==> config.mk <==
export PLATFORM = sky130hd
export DESIGN_NAME = rgb_to_hsv_converter_core
export DESIGN_NICKNAME = d
export VERILOG_FILES = /design/src/rtl/core/rhsv_pkg.sv /design/src/rtl/core/rgb_to_hsv_converter_core.sv
export SDC_FILE = /design/constraint.sdc
export NUM_CORES = 1
export LEC_CHECK = 0
export ABC_CLOCK_PERIOD_IN_PS = 29800
export BUFFER_PORTS_ARGS = -buffer_cell sky130_fd_sc_hd__buf_2
export CORE_MARGIN = 2
export CORE_UTILIZATION = 55
export CTS_BUF_LIST = sky130_fd_sc_hd__clkbuf_2 sky130_fd_sc_hd__clkbuf_4 sky130_fd_sc_hd__clkbuf_8
export CTS_CLUSTER_SIZE = 28
export DETAILED_ROUTE_END_ITERATION = 8
export GPL_ROUTABILITY_DRIVEN = 0
export GPL_TIMING_DRIVEN = 1
export PLACE_DENSITY = 0.78
export SLEW_MARGIN = 15
export SYNTH_ARGS = -nofsm -noshare
export SYNTH_HDL_FRONTEND = slang
export SYNTH_SLANG_ARGS = --single-unit
==> constraint.sdc <==
create_clock -name clk -period 29.8 [get_ports clk]
set_input_delay 4.47 -clock clk [delete_from_list [all_inputs] [get_ports clk]]
set_output_delay 4.47 -clock clk [all_outputs]
set_load 0.1 [all_outputs]
==> src/rtl/core/rhsv_pkg.sv <==
// Shared constants, types and helpers for the RGB to HSV converter.
package rhsv_pkg;

  localparam int FRAC_BITS       = 16;
  localparam int STEPS_PER_STAGE = 4;
  localparam int DIV_STAGES      = (FRAC_BITS + STEPS_PER_STAGE - 1) / STEPS_PER_STAGE;
  localparam int PIPE_STAGES     = DIV_STAGES + 4;
  localparam int OUT_W           = 16;
  localparam int CH_W            = 8;
  localparam int HDIV_W          = 11;

  localparam logic [OUT_W-1:0] SAT_FULL =
    (FRAC_BITS >= OUT_W) ? {OUT_W{1'b1}} : OUT_W'((1 << FRAC_BITS) - 1);

  typedef struct packed {
    logic [CH_W-1:0]      val;
    logic [CH_W-1:0]      sdiv;
    logic [CH_W-1:0]      srem;
    logic [FRAC_BITS-1:0] sq;
    logic [HDIV_W-1:0]    hdiv;
    logic [HDIV_W-1:0]    hrem;
    logic [FRAC_BITS-1:0] hq;
    logic                 szero;
    logic                 sfull;
    logic                 hzero;
  } div_t;

  function automatic logic [OUT_W-1:0] clamp_out(input logic [FRAC_BITS-1:0] q);
    return ((FRAC_BITS > OUT_W) && ((q >> OUT_W) != '0)) ? {OUT_W{1'b1}} : OUT_W'(q);
  endfunction

endpackage

==> src/rtl/core/rgb_to_hsv_converter_core.sv <==
// Pipelined RGB to HSV converter top level.
//
// Usage:
//   Input channel  in_valid / in_stall carries one 8-bit RGB pixel per request.
//   Output channel out_valid / out_stall carries hue and saturation (Q0.16)
//   and value (the largest channel) per request.
//   A request moves at a rising edge with valid high and stall low.
//
// Timing:
//   Throughput is one pixel per clock while out_stall is low. The depth is
//   set by the two restoring dividers (saturation and hue), which retire
//   four quotient bits per stage.
//
// Stall and reset:
//   Each stage holds its own valid bit. A stalled output freezes only the
//   stages that are full behind it; empty stages keep filling, so in_stall
//   rises only when every stage holds a pixel. Nothing is lost or repeated.
//   Synchronous reset (rst_n low) clears all valid bits; the data registers
//   are left as they are.
module rgb_to_hsv_converter_core
  import rhsv_pkg::*;
(
  input  logic             clk,
  input  logic             rst_n,
  input  logic             in_valid,
  output logic             in_stall,
  input  logic [CH_W-1:0]  in_red_in,
  input  logic [CH_W-1:0]  in_green_in,
  input  logic [CH_W-1:0]  in_blue_in,
  output logic             out_valid,
  input  logic             out_stall,
  output logic [OUT_W-1:0] out_hue_out,
  output logic [OUT_W-1:0] out_sat_out,
  output logic [CH_W-1:0]  out_val_out
);

  // Sector of the largest channel, ties resolved red, then green.
  localparam logic [1:0] SEC_RED = 2'd0;
  localparam logic [1:0] SEC_GRN = 2'd1;
  localparam logic [1:0] SEC_BLU = 2'd2;

  // One group of restoring division steps for both quotients.
  function automatic div_t div_step(input div_t d, input int stage);
    div_t            o;
    logic [CH_W:0]   sr2;
    logic [HDIV_W:0] hr2;
    o = d;
    for (int i = 0; i < STEPS_PER_STAGE; i++) begin
      if (stage * STEPS_PER_STAGE + i < FRAC_BITS) begin
        sr2 = {o.srem, 1'b0};
        if (sr2 >= {1'b0, o.sdiv}) begin
          o.srem = CH_W'(sr2 - {1'b0, o.sdiv});
          o.sq   = {o.sq[FRAC_BITS-2:0], 1'b1};
        end else begin
          o.srem = sr2[CH_W-1:0];
          o.sq   = {o.sq[FRAC_BITS-2:0], 1'b0};
        end
        hr2 = {o.hrem, 1'b0};
        if (hr2 >= {1'b0, o.hdiv}) begin
          o.hrem = HDIV_W'(hr2 - {1'b0, o.hdiv});
          o.hq   = {o.hq[FRAC_BITS-2:0], 1'b1};
        end else begin
          o.hrem = hr2[HDIV_W-1:0];
          o.hq   = {o.hq[FRAC_BITS-2:0], 1'b0};
        end
      end
    end
    return o;
  endfunction

  // Per-stage valid bits and load enables.
  logic [PIPE_STAGES-1:0] v_r;
  logic [PIPE_STAGES:0]   en;

  always_comb begin
    en[PIPE_STAGES] = !out_stall;
    for (int k = PIPE_STAGES - 1; k >= 0; k--) begin
      en[k] = !v_r[k] || en[k+1];
    end
  end

  assign in_stall  = !en[0];
  assign out_valid = v_r[PIPE_STAGES-1];

  always_ff @(posedge clk) begin
    if (!rst_n) begin
      v_r <= '0;
    end else begin
      for (int k = 0; k < PIPE_STAGES; k++) begin
        if (en[k]) begin
          v_r[k] <= (k == 0) ? in_valid : v_r[(k == 0) ? 0 : k - 1];
        end
      end
    end
  end

  // Stage 0: find max, min and the winning sector.
  logic [CH_W-1:0] s0_r_r, s0_g_r, s0_b_r, s0_hi_r, s0_lo_r;
  logic [1:0]      s0_sec_r;
  logic [CH_W-1:0] s0_hi_nxt, s0_lo_nxt;
  logic [1:0]      s0_sec_nxt;

  always_comb begin
    s0_hi_nxt = in_red_in;
    if (in_green_in > s0_hi_nxt) s0_hi_nxt = in_green_in;
    if (in_blue_in > s0_hi_nxt)  s0_hi_nxt = in_blue_in;
    s0_lo_nxt = in_red_in;
    if (in_green_in < s0_lo_nxt) s0_lo_nxt = in_green_in;
    if (in_blue_in < s0_lo_nxt)  s0_lo_nxt = in_blue_in;
    if (in_red_in >= in_green_in && in_red_in >= in_blue_in) begin
      s0_sec_nxt = SEC_RED;
    end else if (in_green_in >= in_blue_in) begin
      s0_sec_nxt = SEC_GRN;
    end else begin
      s0_sec_nxt = SEC_BLU;
    end
  end

  always_ff @(posedge clk) begin
    if (en[0]) begin
      s0_r_r   <= in_red_in;
      s0_g_r   <= in_green_in;
      s0_b_r   <= in_blue_in;
      s0_hi_r  <= s0_hi_nxt;
      s0_lo_r  <= s0_lo_nxt;
      s0_sec_r <= s0_sec_nxt;
    end
  end

  // Stage 1: range and the signed channel difference of the sector.
  logic [CH_W-1:0]   s1_hi_r, s1_rng_r;
  logic [1:0]        s1_sec_r;
  logic signed [8:0] s1_diff_r;
  logic signed [8:0] s1_diff_nxt;

  always_comb begin
    case (s0_sec_r)
      SEC_RED: s1_diff_nxt = $signed({1'b0, s0_g_r}) - $signed({1'b0, s0_b_r});
      SEC_GRN: s1_diff_nxt = $signed({1'b0, s0_b_r}) - $signed({1'b0, s0_r_r});
      default: s1_diff_nxt = $signed({1'b0, s0_r_r}) - $signed({1'b0, s0_g_r});
    endcase
  end

  always_ff @(posedge clk) begin
    if (en[1]) begin
      s1_hi_r   <= s0_hi_r;
      s1_rng_r  <= s0_hi_r - s0_lo_r;
      s1_sec_r  <= s0_sec_r;
      s1_diff_r <= s1_diff_nxt;
    end
  end

  // Stage 2: hue numerator, wrap into one turn, set up both divisions.
  div_t               dv_r [0:DIV_STAGES];
  div_t               s2_nxt;
  logic signed [11:0] num_c;
  logic [HDIV_W-1:0]  rng6_c;

  always_comb begin
    rng6_c = HDIV_W'({s1_rng_r, 2'b00}) + HDIV_W'({s1_rng_r, 1'b0});
    case (s1_sec_r)
      SEC_RED: num_c = 12'sd0;
      SEC_GRN: num_c = $signed({3'b000, s1_rng_r, 1'b0});
      SEC_BLU: num_c = $signed({2'b00, s1_rng_r, 2'b00});
      default: num_c = 12'sd0;
    endcase
    num_c = num_c + {{3{s1_diff_r[8]}}, s1_diff_r};
    if (num_c < 0) begin
      num_c = num_c + $signed({1'b0, rng6_c});
    end
    s2_nxt.val   = s1_hi_r;
    s2_nxt.sdiv  = s1_hi_r;
    s2_nxt.szero = (s1_hi_r == '0);
    s2_nxt.sfull = (s1_rng_r == s1_hi_r) && (s1_hi_r != '0);
    s2_nxt.srem  = s2_nxt.sfull ? '0 : s1_rng_r;
    s2_nxt.sq    = '0;
    s2_nxt.hdiv  = rng6_c;
    s2_nxt.hzero = (s1_rng_r == '0);
    s2_nxt.hrem  = num_c[HDIV_W-1:0];
    s2_nxt.hq    = '0;
  end

  always_ff @(posedge clk) begin
    if (en[2]) begin
      dv_r[0] <= s2_nxt;
    end
    // Advance the division stages.
    for (int k = 0; k < DIV_STAGES; k++) begin
      if (en[k+3]) begin
        dv_r[k+1] <= div_step(dv_r[k], k);
      end
    end
  end

  // Output register: apply special cases and clamp to 16 bits.
  always_ff @(posedge clk) begin
    if (en[PIPE_STAGES-1]) begin
      out_val_out <= dv_r[DIV_STAGES].val;
      if (dv_r[DIV_STAGES].szero) begin
        out_sat_out <= '0;
      end else if (dv_r[DIV_STAGES].sfull) begin
        out_sat_out <= SAT_FULL;
      end else begin
        out_sat_out <= clamp_out(dv_r[DIV_STAGES].sq);
      end
      out_hue_out <= dv_r[DIV_STAGES].hzero ? '0 : clamp_out(dv_r[DIV_STAGES].hq);
    end
  end

endmodule

---- Word level (Yosys, flattened, before mapping) ----
Memories as Yosys holds them, arrays and structs flattened.
Index checks and enable logic that the tools add are counted.
word-level totals
  register bits after elaboration ......... 117
  memory bits (writable) .................. 405
  input bits .............................. 28
  output and inout bits ................... 42
  logic and storage cells ................. 213
  memories kept ........................... 1
cells by class
  add/subtract/negate cells ............... 39
  order comparisons ....................... 40
  equality and inequality tests ........... 4
  muxes and demuxes ....................... 84
  reduce and logical (&&, ||, !) cells .... 24
memories
  name  words  bits a word  rd ports  clocked after Yosys merged registers in  write ports  RTL line                          text
  dv_r  5      81           5         0                                        5            rgb_to_hsv_converter_core.sv:154  div_t dv_r [0:DIV_STAGES];
operators with widths
  kind                                                          number
  2-to-1 mux 27 bit                                             32
  2-to-1 mux 24 bit                                             32
  >= comparator 12 x 11 -> 1 bit                                16
  subtractor 11 bit                                             16
  >= comparator 9 x 8 -> 1 bit                                  16
  subtractor 8 bit                                              17
  2-to-1 mux 8 bit                                              5
  subtractor 8 x 8 -> 9 bit                                     3
  >= comparator 8 bit                                           3
  one-hot mux 10 bit (2 select lines)                           1
  one-hot mux 9 bit (2 select lines)                            1
  greater-than comparator 8 bit                                 2
  logical NOT 8 bit                                             2
  less-than comparator 8 bit                                    2
  2-to-1 mux 16 bit                                             1
  adder 11 x 9 -> 12 bit                                        1
  less-than comparator 12 x 1 -> 1 bit (second input constant)  1
  adder 10 x 9 -> 11 bit                                        1
  adder 11 bit                                                  1
  2-to-1 mux 11 bit                                             1
  logical NOT 1 bit                                             10
  2-to-1 mux 1 bit                                              10
  == test 8 bit                                                 1
  logical OR 1 bit                                              8
  6 further kinds                                               8

---- Depth between registers and ports, before layout ----
  depth after elaboration ................. 16
  gate-level depth with buffers ........... 42
  depth with buffers taken out ............ 37

---- Worst setup path after synthesis ----
No wires, ideal clock.
  path kind ............................... input-to-output
  start point ............................. in out_stall
  end point ............................... out in_stall
  arrival ................................. 6.994 ns
  data required time ...................... 25.330 ns
  slack ................................... 18.336 ns
  stages on the path ...................... 6
  buffers on the path ..................... 0
  cell sequence ........................... and3_1 > and3_1 > and3_1 > and2_1 > nand2_1 > inv_1
between the ends
  longest elaborated chain between the ends .. 10
ends and longest elaborated chain
  what                           RTL line                         text
  start: declaration             rgb_to_hsv_converter_core.sv:31  input logic out_stall,
  logical NOT 1 bit              rgb_to_hsv_converter_core.sv:76  en[PIPE_STAGES] = !out_stall;
  logical OR 1 bit (8 in a row)  rgb_to_hsv_converter_core.sv:78  en[k] = !v_r[k] || en[k+1];
  logical NOT 1 bit              rgb_to_hsv_converter_core.sv:82  assign in_stall = !en[0];
  end: declaration               rgb_to_hsv_converter_core.sv:26  output logic in_stall,
No other way between the ends.

---- Worst setup path in the final report ----
Same ends and word-level chain as after synthesis.

==> results.yml <==
sta:
  rsz0062_at_grt: "false"
  timing.final.hold_violations: 0
  slew_viol_final: 0
  timing.fmax_mhz: 86.0
  max_slew.worst_pin.slew_ns: 1.17
  report.final.setup_viol: 0
  maxSlewHeadroom: 0.217
  period_minus_slack_ns: 11.63
  timing.setup.tns_ns: 0
  timing.final.crit_share: 0.390
  clock_skew_ns: 0.0372
critical_path:
  worst_r2r_path_depth: 34
  critical_path.endpoint: "in_stall"
  crit_required_ns: 25.33
  cp_slowest_cell: "sky130_fd_sc_hd__nand2_2"
  critical_path_s_top_delay_family: "simple AND/OR/NAND/NOR gates"
  critPathMaxStageDelay_ns: 0.56
  setup.worst_path.class: "in2out"
  critical_path_cell_count: 8
  critical_path_launch_point_type: "input pin"
  cp_dominant_cell_by_count: "sky130_fd_sc_hd__and3_1"
  critical_path.reg2reg.startpoint: "dv_r[0][77]"
  arr_time_crit_path_ns: 7.16
  regToRegSetupSlack_ns: 18.44
  cp-end-kind: "output port"
  cp_cell_sequence: "buf_2 > and3_1 > and3_1 > and3_1 > and2_1 > nand2_2 > inv_1 > buf_2"
  crit-reg2reg-capture: "dv_r[0][141]"
  crit_path_start: "out_stall"
  worst_path_fanout_max: 43
  worst-path-buf-inv: 3
floorplan:
  floorplan.core_area_sq_mm: 0.0538
  die_height_um: 237
  io_pins: 70
  fp-row-count: 85
  initial_core_util: 0.557
  die_width_um: 237
  die_area_sq_mm: 0.0563
drt:
  detail_route.vias_per_cell: 6.15
  drt-pass1-iter-count: 7
  vias: 23700
  detail_route.drc_violations: 0
  ant_nets: 0
  detail_route.wl_per_cell_um: 18.3
  wl_um: 70500
  drt_iter0_markers: 1696
synth:
  number_of_synthesized_flops_with_an_enable_pin: 357
  ys_seq_area_frac: 0.363
  yosys_warnings: 0
  synth.ff_latch_count: 365
  yosys_top_cell_area_share: 0.358
  synth_nets: 3430
  netlist_top_cells_area: "sky130_fd_sc_hd__edfxtp_1 36%, sky130_fd_sc_hd__ha_1 15%, sky130_fd_sc_hd__mux2_2 5.5%, sky130_fd_sc_hd__xnor2_1 4.2%, sky130_fd_sc_hd__a21oi_1 3.5%"
  ys_dominant_reg_cell: "sky130_fd_sc_hd__edfxtp_1"
  syn_area_sq_mm: 0.0300
  syn-mean-instance-area_sq_um: 9.93
  synthesized_instance_count: 3017
  ys_top_cells_by_count: "369 x sky130_fd_sc_hd__ha_1, 357 x sky130_fd_sc_hd__edfxtp_1, 275 x sky130_fd_sc_hd__nor2_1"
  synth.most_common_cell: "sky130_fd_sc_hd__ha_1"
  synth_top_area_cell: "sky130_fd_sc_hd__edfxtp_1"
  synth.distinct_cells: 89
  async_set_or_reset_register_ratio_after_synthesis: 0
layout:
  final-seq-area_sq_mm: 0.0109
  areaGrowthSynthToFinish_pct: 7.87
  finalCoreUtilization: 0.600
  nets: 3522
  multi_input_area_sq_mm: 0.0180
  antennaDiodeCount: 0
  filler_cell_count: 4291
  drive_gt1_frac: 0.116
global_routing:
  grt_first_pass_wirelength_um: 116000
  first_global_vias: 23700
  gr-total-overflow: 0
  grt_max_degree: 64
  grt_antenna_before_repair: 0
  grt.total_usage: 0.247
clock_network:
  htree_levels: 2
  cts-root-buf: "sky130_fd_sc_hd__clkbuf_8"
  clock_sink_count: 365
  postCtsSetupRepairBufs: 0
  postCtsResizedCells: 0
  clock_insertion_delay_worst_skew_ns: 0.67
  cts.reportedPaths.clkPinSlew_ns: 0.06
  clock_tree_from_tritoncts: "built"
  ctsLongestPathBuffers: 3
  holdBufCountCts: 0
  cts-buffers-inserted: 59
min_path:
  worst_hold_path_type: "reg2reg"
flow_run:
  cap_viol_max_count: 0
run_status:
  run_status: "complete, no violations"
placed_design:
  port_buffers: 69
  post-dp-hpwl_um: 54500
[how the worst min path moves through the flow]
stage	slack [ns]	to	depth (start not counted)	from
after floorplan	0.40	dv_r[0][162]	0	dv_r[0][81]
after global placement	0.40	dv_r[0][373]	0	dv_r[0][288]
after detailed placement	0.40	dv_r[0][169]	0	dv_r[0][84]
after CTS	0.41	dv_r[0][380]	0	dv_r[0][295]
after global routing	0.42	dv_r[0][374]	0	dv_r[0][289]
final	0.41	dv_r[0][374]	0	dv_r[0][289]
[worst register-to-register path, delay by kind of cell (launching register included)]
kind,cells,cell delay [ns]
fa+ha+maj,4,1.34
simple gates,5,1.67
flops,1,0.39
buf+inv,3,0.81
compound gates,19,5.74
mux,3,1.14
[layer usage]
layer	share of wire	global-route usage	vias to the layer above	wire length (um)
met2	0.48	0.423	904	33700
met3	0.064	0.0367	216	4520
met4	0.038	0.106	0	2660
li1	-	-	11400	-
met1	0.42	0.311	11200	29600
met5	0	0	-	0
[sequential cells by signal (all words and copies together), names as in the netlist]
signal,cells
dv_r,248
out_hue_out,16
out_sat_out,16
s1_diff_r,9
out_val_out,8
s0_b_r,8
s0_g_r,8
s0_hi_r,8
s0_lo_r,8
s0_r_r,8
s1_hi_r,8
s1_rng_r,8
v_r,8
s0_sec_r,2
s1_sec_r,2
[cell type report]
cell class / count / area share
Tap cell: 696 / 0.0270
Sequential cell: 365 / 0.337
Multi-Input combinational cell: 2363 / 0.557
Inverter: 242 / 0.0281
Timing Repair Buffer: 78 / 0.0128
Clock buffer: 79 / 0.0302
Clock inverter: 31 / 0.00844
[stage by stage]
| stage | instance area, sq um | cells | setup slack (ns) | hold WS [ns] |
|---|---|---|---|---|
| 6_report | 32300 | 3854 | 18.17 | 0.413 |
| 2_1_floorplan | 30000 | 3017 | 18.34 | 0.400 |
| 5_1_grt | 32300 | 3854 | 17.78 | 0.424 |
| 3_3_place_gp | 31100 | 3743 | 18.26 | 0.401 |
| 4_1_cts | 32300 | 3853 | 18.19 | 0.415 |
| 3_5_place_dp | 31100 | 3743 | 18.21 | 0.405 |
[cells by family (layout without fill, tap and decap cells)]
logic type,after synthesis,count (layout),share of synthesized area
and+or+nand+nor,800,800,0.134
AOI/OAI and AO/OA,779,779,0.171
adders and majority gates,385,385,0.165
DFF,365,365,0.363
buffers and inverters,289,430,0.0368
xor gates and xnor gates,204,204,0.0596
muxes,195,195,0.0713
[cells in the final DEF (no fill, tap or decap), types with 17 or more instances in the layout]
| master | count |
|---|---|
| sky130_fd_sc_hd__a211oi_1 | 23 |
| sky130_fd_sc_hd__a21o_1 | 97 |
| sky130_fd_sc_hd__a21oi_1 | 211 |
| sky130_fd_sc_hd__a31oi_1 | 20 |
| sky130_fd_sc_hd__and2_1 | 20 |
| sky130_fd_sc_hd__buf_2 | 69 |
| sky130_fd_sc_hd__clkbuf_4 | 18 |
| sky130_fd_sc_hd__clkbuf_8 | 61 |
| sky130_fd_sc_hd__edfxtp_1 | 357 |
| sky130_fd_sc_hd__ha_1 | 369 |
| sky130_fd_sc_hd__inv_1 | 235 |
| sky130_fd_sc_hd__mux2_2 | 146 |
| sky130_fd_sc_hd__mux2i_1 | 49 |
| sky130_fd_sc_hd__nand2_1 | 122 |
| sky130_fd_sc_hd__nand2b_1 | 54 |
| sky130_fd_sc_hd__nand3_1 | 23 |
| sky130_fd_sc_hd__nand4_1 | 30 |
| sky130_fd_sc_hd__nor2_1 | 275 |
| sky130_fd_sc_hd__nor2b_1 | 81 |
| sky130_fd_sc_hd__nor3_1 | 78 |
| sky130_fd_sc_hd__o21a_1 | 77 |
| sky130_fd_sc_hd__o21ai_0 | 159 |
| sky130_fd_sc_hd__o31a_1 | 17 |
| sky130_fd_sc_hd__or2_2 | 17 |
| sky130_fd_sc_hd__xnor2_1 | 145 |
| sky130_fd_sc_hd__xor2_1 | 59 |
Power is left out: the tool's default activity adds up to more than one toggle a clock period on the data nets, which glitch-free logic cannot reach.
